### config.mk
export PLATFORM = sky130hd
export DESIGN_NAME = byte_ring_fifo
export DESIGN_NICKNAME = d
export VERILOG_FILES = /design/src/rtl/brf_pkg.sv /design/src/rtl/byte_ring_fifo.sv /design/src/rtl/brf_front.sv /design/src/rtl/brf_cmd_queue.sv /design/src/rtl/brf_back.sv
export SDC_FILE = /design/constraint.sdc
export NUM_CORES = 1
export LEC_CHECK = 0
export ABC_CLOCK_PERIOD_IN_PS = 3710
export BUFFER_PORTS_ARGS = -buffer_cell sky130_fd_sc_hd__buf_2
export CAP_MARGIN = 20
export CORE_UTILIZATION = 32
export CTS_CLUSTER_DIAMETER = 150
export DETAILED_ROUTE_END_ITERATION = 12
export GPL_ROUTABILITY_DRIVEN = 0
export PLACE_DENSITY_LB_ADDON = 0.3
export SETUP_SLACK_MARGIN = 0.05
export SYNTH_ARGS = -nofsm -noshare
export SYNTH_HDL_FRONTEND = slang
export SYNTH_SLANG_ARGS = --single-unit
### constraint.sdc
create_clock -name clk -period 3.71 [get_ports clk]
set_input_delay 1.113 -clock clk [delete_from_list [all_inputs] [get_ports clk]]
set_output_delay 1.113 -clock clk [all_outputs]
set_load 0.01 [all_outputs]
### src/rtl/brf_pkg.sv
// ============================================================================
// Byte ring FIFO package
// Shared types, sizes and helper functions for the byte ring FIFO block.
// ============================================================================
package brf_pkg;

  // Physical size of the byte store.
  localparam int DEPTH   = 64;
  localparam int IDX_W   = $clog2(DEPTH);
  localparam int SLOT_W  = $clog2(DEPTH + 1);

  // Fixed field widths of the channels.
  localparam int OP_W    = 2;
  localparam int BYTE_W  = 8;
  localparam int FREE_W  = 6;
  localparam int CFG_W   = 7;

  // Command queue between front and back end.
  localparam int QUEUE_DEPTH = 2;
  localparam int QPTR_W      = $clog2(QUEUE_DEPTH);
  localparam int QCNT_W      = $clog2(QUEUE_DEPTH + 1);

  localparam logic [CFG_W-1:0] SLOTS_RESET = CFG_W'(64);
  localparam logic [CFG_W-1:0] SLOTS_MIN   = CFG_W'(2);

  typedef enum logic [OP_W-1:0] {
    OP_PUT   = 2'd0,
    OP_GET   = 2'd1,
    OP_DRAIN = 2'd2
  } op_e;

  typedef enum logic [1:0] {
    ST_OK    = 2'd0,
    ST_FULL  = 2'd1,
    ST_EMPTY = 2'd2
  } status_e;

  typedef enum logic {
    B_IDLE,
    B_READ
  } back_state_e;

  typedef struct packed {
    logic [OP_W-1:0]   operation;
    logic [BYTE_W-1:0] put_byte;
  } req_t;

  typedef struct packed {
    logic [BYTE_W-1:0] out_byte;
    status_e           status;
    logic [FREE_W-1:0] free_slots;
    logic              last;
  } rsp_t;

  typedef struct packed {
    op_e               op;
    logic [BYTE_W-1:0] data;
  } cmd_t;

  // Advance a ring index, wrapping at the configured slot count.
  function automatic logic [IDX_W-1:0] next_idx(input logic [IDX_W-1:0]  idx,
                                                input logic [SLOT_W-1:0] slots);
    logic [SLOT_W-1:0] n;
    n = SLOT_W'(idx) + SLOT_W'(1);
    return (n == slots) ? '0 : n[IDX_W-1:0];
  endfunction

  // Bring a written slot count into the supported range.
  function automatic logic [SLOT_W-1:0] clamp_slots(input logic [CFG_W-1:0] v);
    logic [CFG_W-1:0] s;
    s = v;
    if (s < SLOTS_MIN) begin
      s = SLOTS_MIN;
    end
    if (s > CFG_W'(DEPTH)) begin
      s = CFG_W'(DEPTH);
    end
    return SLOT_W'(s);
  endfunction

endpackage

### src/rtl/byte_ring_fifo.sv
// ============================================================================
// Byte ring FIFO
// Circular byte FIFO with put, get and drain requests and a slot-count
// register.
// ============================================================================
// Usage: a request on req carries an operation (put, get or drain) and a
// byte. Each put and get gives exactly one response on rsp; a drain gives
// one response per stored byte, oldest first, with last set on the final
// one, and nothing when the FIFO is empty. Operation code 3 is dropped.
// Every response reports the free count after its own effect.
// The request is registered by the front end, passes a two-entry command
// queue and is executed by the back end, which owns the byte store and the
// response register. A get that reads a byte also waits on the store read,
// which is registered. While rsp_ready is high, puts sustain one request per
// cycle; a get that reads the store holds the back end in its read state,
// where it takes no new command; a drain streams one byte per cycle after
// its first read. When rsp_ready is low the response register holds, the
// back end stops and the queue fills, after which req_ready falls. A
// cfg_data write sets the slot count (clamped to 2..64) and empties the
// FIFO; the user must make it only while the block is idle, as the block
// does not enforce this. Reset empties the FIFO and selects 64 slots.
// ============================================================================
module byte_ring_fifo import brf_pkg::*; (
  input  logic             clk,
  input  logic             rst,
  input  logic             req_valid,
  output logic             req_ready,
  input  req_t             req,
  output logic             rsp_valid,
  input  logic             rsp_ready,
  output rsp_t             rsp,
  input  logic             cfg_valid,
  output logic             cfg_ready,
  input  logic [CFG_W-1:0] cfg_data
);

  logic cmd_in_valid;
  logic cmd_in_ready;
  cmd_t cmd_in;
  logic cmd_out_valid;
  logic cmd_out_ready;
  cmd_t cmd_out;

  // The register is always writable; the user must write it only while idle.
  assign cfg_ready = 1'b1;

  brf_front u_front (
    .clk       (clk),
    .rst       (rst),
    .req_valid (req_valid),
    .req_ready (req_ready),
    .req       (req),
    .cmd_valid (cmd_in_valid),
    .cmd_ready (cmd_in_ready),
    .cmd       (cmd_in)
  );

  brf_cmd_queue u_queue (
    .clk        (clk),
    .rst        (rst),
    .push_valid (cmd_in_valid),
    .push_ready (cmd_in_ready),
    .push_cmd   (cmd_in),
    .pop_valid  (cmd_out_valid),
    .pop_ready  (cmd_out_ready),
    .pop_cmd    (cmd_out)
  );

  brf_back u_back (
    .clk       (clk),
    .rst       (rst),
    .cfg_we    (cfg_valid && cfg_ready),
    .cfg_data  (cfg_data),
    .cmd_valid (cmd_out_valid),
    .cmd_ready (cmd_out_ready),
    .cmd       (cmd_out),
    .rsp_valid (rsp_valid),
    .rsp_ready (rsp_ready),
    .rsp       (rsp)
  );

endmodule

### src/rtl/brf_front.sv
// ============================================================================
// Byte ring FIFO front end
// Registers incoming requests, drops unused operation codes and turns the
// rest into commands for the queue.
// ============================================================================
module brf_front import brf_pkg::*; (
  input  logic clk,
  input  logic rst,
  input  logic req_valid,
  output logic req_ready,
  input  req_t req,
  output logic cmd_valid,
  input  logic cmd_ready,
  output cmd_t cmd
);

  logic hold_valid;
  req_t hold;
  logic is_cmd;
  logic hold_done;

  // Operation code 3 carries no work and is dropped here.
  assign is_cmd    = (hold.operation == OP_PUT) || (hold.operation == OP_GET) ||
                     (hold.operation == OP_DRAIN);
  assign hold_done = hold_valid && (!is_cmd || cmd_ready);
  assign req_ready = !hold_valid || hold_done;

  assign cmd_valid = hold_valid && is_cmd;
  assign cmd.op    = op_e'(hold.operation);
  assign cmd.data  = hold.put_byte;

  always_ff @(posedge clk) begin
    if (rst) begin
      hold_valid <= 1'b0;
    end else if (req_ready) begin
      hold_valid <= req_valid;
    end
  end

  always_ff @(posedge clk) begin
    if (req_valid && req_ready) begin
      hold <= req;
    end
  end

endmodule

### src/rtl/brf_cmd_queue.sv
// ============================================================================
// Byte ring FIFO command queue
// Short queue that decouples the front end from the back end.
// ============================================================================
module brf_cmd_queue import brf_pkg::*; (
  input  logic clk,
  input  logic rst,
  input  logic push_valid,
  output logic push_ready,
  input  cmd_t push_cmd,
  output logic pop_valid,
  input  logic pop_ready,
  output cmd_t pop_cmd
);

  cmd_t              entries [QUEUE_DEPTH];
  logic [QPTR_W-1:0] wp;
  logic [QPTR_W-1:0] rp;
  logic [QCNT_W-1:0] count;
  logic              do_push;
  logic              do_pop;

  assign push_ready = (count != QCNT_W'(QUEUE_DEPTH));
  assign pop_valid  = (count != '0);
  assign pop_cmd    = entries[rp];
  assign do_push    = push_valid && push_ready;
  assign do_pop     = pop_valid && pop_ready;

  always_ff @(posedge clk) begin
    if (rst) begin
      wp    <= '0;
      rp    <= '0;
      count <= '0;
    end else begin
      if (do_push) begin
        wp <= (wp == QPTR_W'(QUEUE_DEPTH - 1)) ? '0 : wp + QPTR_W'(1);
      end
      if (do_pop) begin
        rp <= (rp == QPTR_W'(QUEUE_DEPTH - 1)) ? '0 : rp + QPTR_W'(1);
      end
      if (do_push && !do_pop) begin
        count <= count + QCNT_W'(1);
      end else if (do_pop && !do_push) begin
        count <= count - QCNT_W'(1);
      end
    end
  end

  always_ff @(posedge clk) begin
    if (do_push) begin
      entries[wp] <= push_cmd;
    end
  end

endmodule

### src/rtl/brf_back.sv
// ============================================================================
// Byte ring FIFO back end
// Owns the byte store, ring indices and fill count, executes commands and
// holds the response register.
// ============================================================================
module brf_back import brf_pkg::*; (
  input  logic             clk,
  input  logic             rst,
  input  logic             cfg_we,
  input  logic [CFG_W-1:0] cfg_data,
  input  logic             cmd_valid,
  output logic             cmd_ready,
  input  cmd_t             cmd,
  output logic             rsp_valid,
  input  logic             rsp_ready,
  output rsp_t             rsp
);

  logic [BYTE_W-1:0] mem [DEPTH];
  logic [BYTE_W-1:0] rdata;

  back_state_e       state;
  back_state_e       state_next;
  logic [IDX_W-1:0]  wr_idx;
  logic [IDX_W-1:0]  rd_idx;
  logic [IDX_W-1:0]  fill;
  logic [SLOT_W-1:0] slots;
  logic              last_pend;
  logic              last_pend_next;

  logic              out_free;
  logic              full;
  logic              empty;
  logic [SLOT_W-1:0] free_now;
  logic              mem_we;
  logic              mem_re;
  logic              load_rsp;
  rsp_t              rsp_next;

  assign out_free = !rsp_valid || rsp_ready;
  assign full     = ((SLOT_W'(fill) + SLOT_W'(1)) == slots);
  assign empty    = (fill == '0);
  assign free_now = slots - SLOT_W'(1) - SLOT_W'(fill);

  // Next state.
  always_comb begin
    state_next = state;
    unique case (state)
      B_IDLE: begin
        if (cmd_valid && out_free && !empty &&
            (cmd.op == OP_GET || cmd.op == OP_DRAIN)) begin
          state_next = B_READ;
        end
      end
      B_READ: begin
        if (out_free && last_pend) begin
          state_next = B_IDLE;
        end
      end
      default: state_next = B_IDLE;
    endcase
  end

  // Datapath controls and the response word.
  always_comb begin
    cmd_ready      = 1'b0;
    mem_we         = 1'b0;
    mem_re         = 1'b0;
    load_rsp       = 1'b0;
    last_pend_next = 1'b0;
    rsp_next       = '{out_byte: '0, status: ST_OK,
                       free_slots: FREE_W'(free_now), last: 1'b1};
    unique case (state)
      B_IDLE: begin
        if (cmd_valid && out_free) begin
          cmd_ready = 1'b1;
          unique case (cmd.op)
            OP_PUT: begin
              load_rsp = 1'b1;
              if (full) begin
                rsp_next.status = ST_FULL;
              end else begin
                mem_we              = 1'b1;
                rsp_next.free_slots = FREE_W'(free_now - SLOT_W'(1));
              end
            end
            OP_GET: begin
              if (empty) begin
                load_rsp        = 1'b1;
                rsp_next.status = ST_EMPTY;
              end else begin
                mem_re         = 1'b1;
                last_pend_next = 1'b1;
              end
            end
            OP_DRAIN: begin
              // An empty drain retires without a response.
              if (!empty) begin
                mem_re         = 1'b1;
                last_pend_next = (fill == IDX_W'(1));
              end
            end
            default: ;
          endcase
        end
      end
      B_READ: begin
        if (out_free) begin
          load_rsp          = 1'b1;
          rsp_next.out_byte = rdata;
          rsp_next.last     = last_pend;
          // Keep draining: fetch the next byte while this one goes out.
          if (!last_pend) begin
            mem_re         = 1'b1;
            last_pend_next = (fill == IDX_W'(1));
          end
        end
      end
      default: ;
    endcase
  end

  always_ff @(posedge clk) begin
    if (rst) begin
      state     <= B_IDLE;
      wr_idx    <= '0;
      rd_idx    <= '0;
      fill      <= '0;
      slots     <= clamp_slots(SLOTS_RESET);
      last_pend <= 1'b0;
      rsp_valid <= 1'b0;
    end else begin
      state <= state_next;
      if (cfg_we) begin
        slots  <= clamp_slots(cfg_data);
        wr_idx <= '0;
        rd_idx <= '0;
        fill   <= '0;
      end else begin
        if (mem_we) begin
          wr_idx <= next_idx(wr_idx, slots);
          fill   <= fill + IDX_W'(1);
        end
        if (mem_re) begin
          rd_idx    <= next_idx(rd_idx, slots);
          fill      <= fill - IDX_W'(1);
          last_pend <= last_pend_next;
        end
      end
      if (load_rsp) begin
        rsp_valid <= 1'b1;
      end else if (rsp_ready) begin
        rsp_valid <= 1'b0;
      end
    end
  end

  always_ff @(posedge clk) begin
    if (load_rsp) begin
      rsp <= rsp_next;
    end
  end

  always_ff @(posedge clk) begin
    if (mem_we) begin
      mem[wr_idx] <= cmd.data;
    end
    if (mem_re) begin
      rdata <= mem[rd_idx];
    end
  end

endmodule

==> results_dict.tcl, run 1 <==
set metrics [dict create \
    required_ns 3.97 \
    synth-warning-count 0 \
    wirelength_um 56460 \
    synth.distinct_cells 67 \
    tightest_slew_ns 0.9195 \
    nets 1373 \
    p_leak_uw 0.008570 \
    synthArstFlopShare_pct 0 \
    met1Wirelength_um 25840 \
    critPathMaxFanout 8 \
    path_clk_slew_ns 0.06 \
    synth_edf_count 567 \
    core_region_area_mm2 0.07470 \
    crit_path_start_kind "flip-flop" \
    utilization_pct 37.10 \
    status "completed" \
    relSlewSlack_pct 38.70 \
    synth_area_mm2 0.02423 \
    rsz0062_at_grt "no" \
    synth.top_cell.area_share_pct 70.27 \
    drt_first_pass_iters 5 \
    min_period_over_period_pct 84.00 \
    met2_length_um 26740 \
    route.met3.wl_um 2936 \
    power_density_mw_per_mm2 565.3 \
    remaining_drc_errors 0 \
    num_antenna_cells 0 \
    io_buffers 40 \
    finalMaxSlewViolations 0 \
    synthTopCellsByArea "edfxtp_1 (70%), mux4_2 (14%), dfxtp_1 (2.8%)" \
    max_stage_delay_ns 0.64 \
    overflow 0 \
    ys_ff_latch 601 \
    crit_type "flip-flop to flip-flop" \
    syn-num-nets 1285 \
    grt_max_degree 45 \
    seq_area_frac_synth_pct 73.08 \
    critPathCaptureType "flip-flop" \
    fin_tns_setup_ns 0 \
    wire_per_inst_um 24.02 \
    max_freq_ghz 0.3209 \
    hpwl_um 37220 \
    crit_slowest_cell "nor2_1" \
    drt_iter0_markers 1151 \
    cts_buffers 60 \
    hp-class "flip-flop to flip-flop" \
    final.fill_count 6729 \
    cts_hold_buf 0 \
    postCtsResizedCells 0 \
    clock_path_buffers 3 \
    cts_tree "built" \
    cts_setup_buffers 0 \
    yosys.area.top_type "edfxtp_1" \
    layout-drive-gt1-share_pct 26.56 \
    worstPathCellList "ha_1 -> nand3_1 -> xnor2_1 -> nor4_1 -> a21oi_2 -> nand3_1 -> buf_4 -> nor2_1" \
    maxCapViolCount 0 \
    top_layer "met4" \
    numClockSinks 601 \
    total_power_uw 15660 \
    ir_worst_vdd_mv 0.2770 \
    synth_area_per_cell_um2 19.43 \
    fin_crit_ns 3.116 \
    final_common_cell "edfxtp_1" \
    cpMostUsedCell "nand3_1" \
    die_x_um 277.2 \
    viasPerCell 5.145 \
    whs_ns 0.4437 \
    vias 12100 \
    setup_violations 0 \
    cts_root_buf "clkbuf_16" \
    row_count 100 \
    grt_usage_pct 14.74 \
    htree_levels 2 \
    cp_data_arrival_time_ns 3.38 \
    layout_common_cells "edfxtp_1 (567), mux4_2 (152), nor2_1 (92)" \
    grt_pass1_vias 12480 \
    grt_pass1_wl_um 84160 \
    synthCells 1247 \
    synthFlopType "edfxtp_1" \
    skew_ns 0.04449 \
    ioPinCount 42 \
    fp.dieH_um 277.2 \
    die-area_mm2 0.07682 \
    initial_core_util_pct 32.44 \
    ant_nets 0 \
    antenna_found_initial 1 \
    hold_viol 0 \
    clkLatencyLatePin_ns 0.65 \
    syn2layout_area_growth_pct 14.36 \
]
critical path: cells and delay by family, from the launching register on:
kind / cells / cell delay [ns]
AO/OA/AOI/OAI: 1 / 0.47
XOR/XNOR: 1 / 0.20
adder cells (fa/ha/maj): 1 / 0.32
buffers and inverters: 1 / 0.22
flip-flops: 1 / 0.43
AND/OR/NAND/NOR: 4 / 1.11
registers in the layout (all words and copies together), names as in the netlist, 6 cells and up, named ones only:
signal,cells
u_back.mem,512
u_front.cmd,10
u_back.fill,6
u_back.rsp,17
u_back.rd_idx,6
u_back.wr_idx,6
u_queue.entries,20
u_back.rdata,8
u_back.slots,7
metrics by stage:
stage	instances	instance area, µm²	setup slack (ns)
5_1_grt	2351	27710	0.2974
4_1_cts	2351	27710	0.5930
3_3_place_gp	2241	25790	0.1973
6_report	2351	27710	0.5938
2_1_floorplan	1247	24230	0.3899
3_5_place_dp	2242	25810	0.1826
layout make-up:
class	count	area (µm²)	share of cell area [%]
sequential	601	17720	63.93
multi-input combinational	557	6097	22.00
clock buffer	69	1535	5.540
tap	969	1212	4.375
timing repair buffer	97	715.7	2.583
clock inverter	40	365.4	1.319
inverter	18	67.56	0.2438
power by group:
| part | switching, µW | internal, µW | leakage, µW |
|---|---|---|---|
| clock network | 2600 | 3260 | 0.000936 |
| registers | 89.6 | 8050 | 0.00539 |
| logic | 1180 | 479 | 0.00225 |
| total | 3870 | 11800 | 0.00857 |
synth_stat cells, types with 7 or more instances:
library cell / count
a21oi_1: 14
nor2_1: 92
ha_1: 15
buf_1: 8
o211a_1: 8
a221o_1: 8
edfxtp_1: 567
nand3_1: 24
o21ai_0: 15
mux4_2: 152
inv_1: 17
nor3_1: 11
a31oi_1: 8
xnor2_1: 20
nand2_1: 36
and3_1: 13
mux2i_1: 21
xor2_1: 11
mux2_2: 8
buf_2: 16
or3_1: 7
clkbuf_1: 33
a22oi_1: 9
buf_4: 8
dfxtp_1: 34
nor2b_1: 8
kinds of logic (layout without fill, tap and decap cells):
| family | after synthesis | in the layout | synth area share, % |
|---|---|---|---|
| adder cells (fa/ha/maj) | 16 | 16 | 0.8572 |
| multiplexers | 181 | 181 | 15.37 |
| AND/OR/NAND/NOR | 230 | 230 | 4.751 |
| other | 1 | 1 | 0.01548 |
| XOR/XNOR | 31 | 31 | 1.121 |
| buffers and inverters | 89 | 224 | 1.771 |
| flip-flops | 601 | 601 | 73.08 |
| AO/OA/AOI/OAI | 98 | 98 | 3.036 |
per-layer routing:
metal / global-route usage [%] / vias up
li1: - / 5271
met1: 21.13 / 6412
met2: 23.41 / 343
met3: 2.345 / 71
met4: 3.661 / 0
met5: 0 / -
worst paths after layout:
| path | start | to | slack (ns) | cells past startpoint |
|---|---|---|---|---|
| max | u_back.fill[0]$_SDFFE_PP0P_ | u_back.mem[50][7]$_DFFE_PP_ | 0.59 | 8 |
| min | u_front.cmd[6]$_DFFE_PP_ | u_queue.entries[1][6]$_DFFE_PP_ | 0.44 | 0 |
| max reg2reg | u_back.fill[0]$_SDFFE_PP0P_ | u_back.mem[50][7]$_DFFE_PP_ | 0.59 | 8 |
| min reg2reg | u_front.cmd[6]$_DFFE_PP_ | u_queue.entries[1][6]$_DFFE_PP_ | 0.44 | 0 |
No activity file was read; power rests on OpenSTA's default activity.
==> run 2: changes to the inputs <==
- ABC_CLOCK_PERIOD_IN_PS: 3710 -> 2900
- clock period: 3.71 -> 2.9 ns (I/O delays scaled with it)
==> results_dict.tcl, run 2 (synthesized netlist as in run 1, its figures left out) <==
set metrics [dict create \
    wire_per_inst_um 23.59 \
    vias 12200 \
    syn2layout_area_growth_pct 18.05 \
    tightest_slew_ns 1.022 \
    status "completed" \
    viasPerCell 5.101 \
    largest_register_ffs 512 \
    max_freq_ghz 0.3673 \
    grt_max_degree 65 \
    grt_pass1_wl_um 84910 \
    largest-register "u_back.mem" \
    cts_buffers 59 \
    ant_nets 0 \
    rsz0062_at_grt "no" \
    clock_path_buffers 3 \
    final_common_cell "edfxtp_1" \
    finalMaxSlewViolations 0 \
    layout-drive-gt1-share_pct 33.26 \
    cts_tree "built" \
    num_antenna_cells 0 \
    cp_data_arrival_time_ns 3.06 \
    ff2ff_setup_slack_ns 0.18 \
    hold_viol 0 \
    top_regs "u_back.mem (512), u_queue.entries (20), u_back.rsp (17)" \
    maxCapViolCount 0 \
    wirelength_um 56410 \
    cts_hold_buf 0 \
    clkLatencyLatePin_ns 0.65 \
    row_count 100 \
    relSlewSlack_pct 31.84 \
    fin_crit_ns 2.723 \
    ir_worst_vdd_mv 0.4051 \
    hpwl_um 37100 \
    die-area_mm2 0.07682 \
    core_region_area_mm2 0.07470 \
    grt_usage_pct 14.87 \
    power_density_mw_per_mm2 736.9 \
    skew_ns 0.04152 \
    antenna_found_initial 4 \
    setup_violations 0 \
    fin_tns_setup_ns 0 \
    cts_root_buf "clkbuf_16" \
    remaining_drc_errors 0 \
    min-delay-start "req[7]" \
    overflow 0 \
    die_x_um 277.2 \
    min_period_over_period_pct 93.88 \
    initial_core_util_pct 32.44 \
    p_leak_uw 0.008890 \
    crit_type "flip-flop to flip-flop" \
    crit_path_start_kind "flip-flop" \
    hp-class "input port to flip-flop" \
    io_buffers 40 \
    path_clk_slew_ns 0.06 \
    grt_pass1_vias 12570 \
    layout_common_cells "edfxtp_1 (567), mux4_2 (152), buf_4 (73)" \
    htree_levels 2 \
    total_power_uw 21080 \
    nets 1409 \
    final.fill_count 6660 \
    whs_ns 0.4156 \
    drt_first_pass_iters 6 \
    ioPinCount 42 \
    numClockSinks 601 \
    required_ns 3.24 \
    fp.dieH_um 277.2 \
    critPathMaxFanout 8 \
    startpoint "u_back.fill[0]$_SDFFE_PP0P_" \
    critPathCaptureType "flip-flop" \
    drt_iter0_markers 1182 \
    r2r_start "u_back.fill[0]$_SDFFE_PP0P_" \
]
run 2: changes by cell type in the layout (fill, tap and decap cells not counted), moves of 8 or more:
| cell | before | now |
|---|---|---|
| nor2_1 | 92 | 32 |
| nor2_2 | 0 | 55 |
| buf_4 | 50 | 73 |
| buf_12 | 7 | 21 |
| bufinv_16 | 4 | 14 |
| clkinvlp_4 | 2 | 10 |
run 2: metrics by stage:
stage | utilization [%] | instance area, µm² | cells | worst slack (ns)
2_1_floorplan | - | 24270 | 1247 | -0.03524
3_3_place_gp | 35.09 | 26210 | 2274 | -0.1049
3_5_place_dp | 35.17 | 26270 | 2277 | -0.1921
4_1_cts | 38.09 | 28450 | 2389 | 0.01253
5_1_grt | 38.29 | 28600 | 2391 | 0.05009
6_report | 38.29 | 28600 | 2391 | 0.1774
run 2: path summary, 6_finish.rpt:
kind,depth (start not counted),end
hold reg to reg,0,u_queue.entries[1][0]$_DFFE_PP_
setup reg to reg,9,u_back.mem[6][0]$_DFFE_PP_
setup / recovery,9,u_back.mem[6][0]$_DFFE_PP_
hold / removal,1,u_front.cmd[7]$_DFFE_PP_
run 2: critical path: stages (launching register included):
cell and delay [ns]:
dfxtp_1 0.39, inv_1 0.11, ha_1 0.35, xor2_1 0.15, nor4_1 0.56, a21oi_2 0.11, buf_4 0.21, nand4b_1 0.13
buf_4 0.25, nor2_2 0.15
run 2: metal layers:
metal | up-vias | GRT usage, % | wire length, µm
met3 | 80 | 2.345 | 3073
met1 | 6424 | 21.20 | 25620
met2 | 347 | 23.57 | 26500
li1 | 5345 | - | -
met4 | 0 | 4.088 | 1211
met5 | - | 0 | 0
run 2: timing repair:
item                       in CTS  in global routing
pin swaps                       0                  1
setup endpoints to repair      61                421
buffers inserted                0                  1
resized for setup               6                 46
run 2: power breakdown:
group | internal (µW) | switching [µW] | leakage (µW) | total, µW
logic | 718 | 1570 | 0.00248 | 2290
registers | 10300 | 84.6 | 0.00539 | 10400
clock network | 5040 | 3360 | 0.00103 | 8400
run 2: cell type report:
cell class	count	area [µm²]	share of cell area, %
clock buffer	64	1516	5.302
tap	969	1212	4.239
multi-input combinational	557	6277	21.95
sequential	601	17720	61.94
inverter	18	67.56	0.2362
clock inverter	48	644.4	2.253
timing repair buffer	134	1169	4.086
==> run 3: changes to the inputs <==
==> constraint.sdc (replaced) <==
create_clock -name clk -period 2.9 [get_ports clk]
set_input_delay 0.58 -clock clk [delete_from_list [all_inputs] [get_ports clk]]
set_output_delay 0.58 -clock clk [all_outputs]
set_load 0.01 [all_outputs]
==> results_dict.tcl, run 3 (synthesized netlist as in run 1, its figures left out) <==
set metrics [dict create \
    min_period_over_period_pct 96.91 \
    maxCapViolCount 0 \
    grt_max_degree 65 \
    grt_util_met1_pct 20.54 \
    setup_violations 0 \
    max_stage_delay_ns 0.55 \
    largest_register_ffs 512 \
    clkLatencyLatePin_ns 0.64 \
    required_ns 3.30 \
    drt_first_pass_iters 5 \
    largest-register "u_back.mem" \
    tightest_slew_ns 0.9769 \
    cts_hold_buf 0 \
    critPathCaptureType "flip-flop" \
    fp.dieH_um 277.2 \
    nets 1399 \
    switching_share_pct 24.62 \
    layout_common_cells "edfxtp_1 (567), mux4_2 (152), buf_4 (71)" \
    crit_slowest_cell "nor4_1" \
    max_freq_ghz 0.3558 \
    fin_ws_ns 0.08964 \
    htree_levels 2 \
    grt.busiest_layer "met2" \
    cp.depth 10 \
    crit_family "simple AND/OR/NAND/NOR gates" \
    worstPathCellList "inv_1 -> ha_1 -> xor2_1 -> nor4_1 -> buf_4 -> a21o_1 -> or4b_1 -> buf_4 -> nor2_1 -> buf_4" \
    status "completed" \
    final_cell_count_no_fill 2379 \
    whs_ns 0.1269 \
    hpwl_um 35470 \
    crit_buf_inv 4 \
    syn2layout_area_growth_pct 15.95 \
    clock_path_buffers 3 \
    initial_core_util_pct 32.44 \
    skew_ns 0.02586 \
    crit_path_start_kind "flip-flop" \
    overflow 0 \
    hold_viol 0 \
    reg2reg_depth 10 \
    viasPerCell 5.137 \
    cts_root_buf "clkbuf_16" \
    grt_use_met2_pct 23.34 \
    grt_pass1_vias 12410 \
    min_delay_path_depth 1 \
    path_clk_slew_ns 0.06 \
    crit_type "flip-flop to flip-flop" \
    power_density_mw_per_mm2 718.6 \
    cp_data_arrival_time_ns 3.21 \
    clkPwrFrac_pct 38.0 \
    layout-drive-gt1-share_pct 30.43 \
    intPower_uw 15220 \
    p_leak_uw 0.008719 \
    die-area_mm2 0.07682 \
    ioPinCount 42 \
    vias 12220 \
    top_regs "u_back.mem (512), u_queue.entries (20), u_back.rsp (17)" \
    pwr-share-comb_pct 10.5 \
    row_count 100 \
    grt_usage_pct 14.76 \
    cts_buffers 60 \
    fin_crit_ns 2.810 \
    wirelength_um 56180 \
    ir_worst_vdd_mv 0.4790 \
    remaining_drc_errors 0 \
    finalMaxSlewViolations 0 \
    cpMostUsedCell "buf_4" \
    wire_per_inst_um 23.61 \
    numClockSinks 601 \
    critPathMaxFanout 8 \
    relSlewSlack_pct 34.88 \
    drt_iter0_markers 978 \
    hp-class "input port to flip-flop" \
    cts_tree "built" \
    fin_tns_setup_ns 0 \
    dp_cells 2267 \
    seqPwrFrac_pct 51.5 \
    power_switching_uw 4970 \
    io_buffers 40 \
    ant_nets 0 \
    die_x_um 277.2 \
    antenna_found_initial 0 \
    num_antenna_cells 0 \
    core_region_area_mm2 0.07470 \
    rsz0062_at_grt "yes" \
    grt_use_met3_pct 2.826 \
    final_common_cell "edfxtp_1" \
    grt_pass1_wl_um 83780 \
    dp_slack_ns -0.03561 \
]
-- run 3: cell count changes in the layout (fill, tap and decap cells not counted), sizes merged --
cell / change
bufinv: -9
buf: -11
clkbuf: +5
clkinv: +3
clkinvlp: -4
inv: +4
-- run 3: metal layers --
layer / wire length (µm) / vias up
met5: 0 / -
met3: 3639 / 81
met2: 26480 / 417
met1: 24750 / 6398
li1: - / 5324
met4: 1308 / 0
-- run 3: layout make-up --
type,instances,area [µm²]
clock inverter,42,386.6
clock buffer,69,1545
tap,969,1212
sequential,601,17720
timing repair buffer,123,973.4
multi-input combinational,557,6190
inverter,18,67.56
fill,6704,46600
-- run 3: through the flow --
stage / power (µW) / utilization [%] / cell area (µm²)
after floorplan: 11730 / - / 24230
after global placement: 12720 / 34.89 / 26060
after detailed placement: 12780 / 34.89 / 26060
after CTS: 20430 / 37.50 / 28010
after global routing: 20910 / 37.61 / 28090
final: 20190 / 37.61 / 28090
-- run 3: worst paths after layout --
path | startpoint | end | slack (ns)
min reg2reg | u_front.cmd[1]$_DFFE_PP_ | u_queue.entries[1][1]$_DFFE_PP_ | 0.45
max reg2reg | u_back.fill[0]$_SDFFE_PP0P_ | u_back.mem[1][4]$_DFFE_PP_ | 0.09
max | u_back.fill[0]$_SDFFE_PP0P_ | u_back.mem[1][4]$_DFFE_PP_ | 0.09
min | req[2] | u_front.cmd[2]$_DFFE_PP_ | 0.13
-- run 3: power by group through the flow --
stage	clock [µW]	combinational, µW	sequential (µW)
after CTS	7840	2190	10400
final	7660	2130	10400
after global placement	0	2150	10600
after global routing	8170	2320	10400
after floorplan	0	1140	10600
after detailed placement	0	2200	10600
-- run 3: timing repair --
item | in CTS | in global routing
gates cloned | 0 | 0
resized for setup | 7 | 29
buffers inserted | 0 | 1
pin swaps | 0 | 1
setup endpoints to repair | 73 | 469
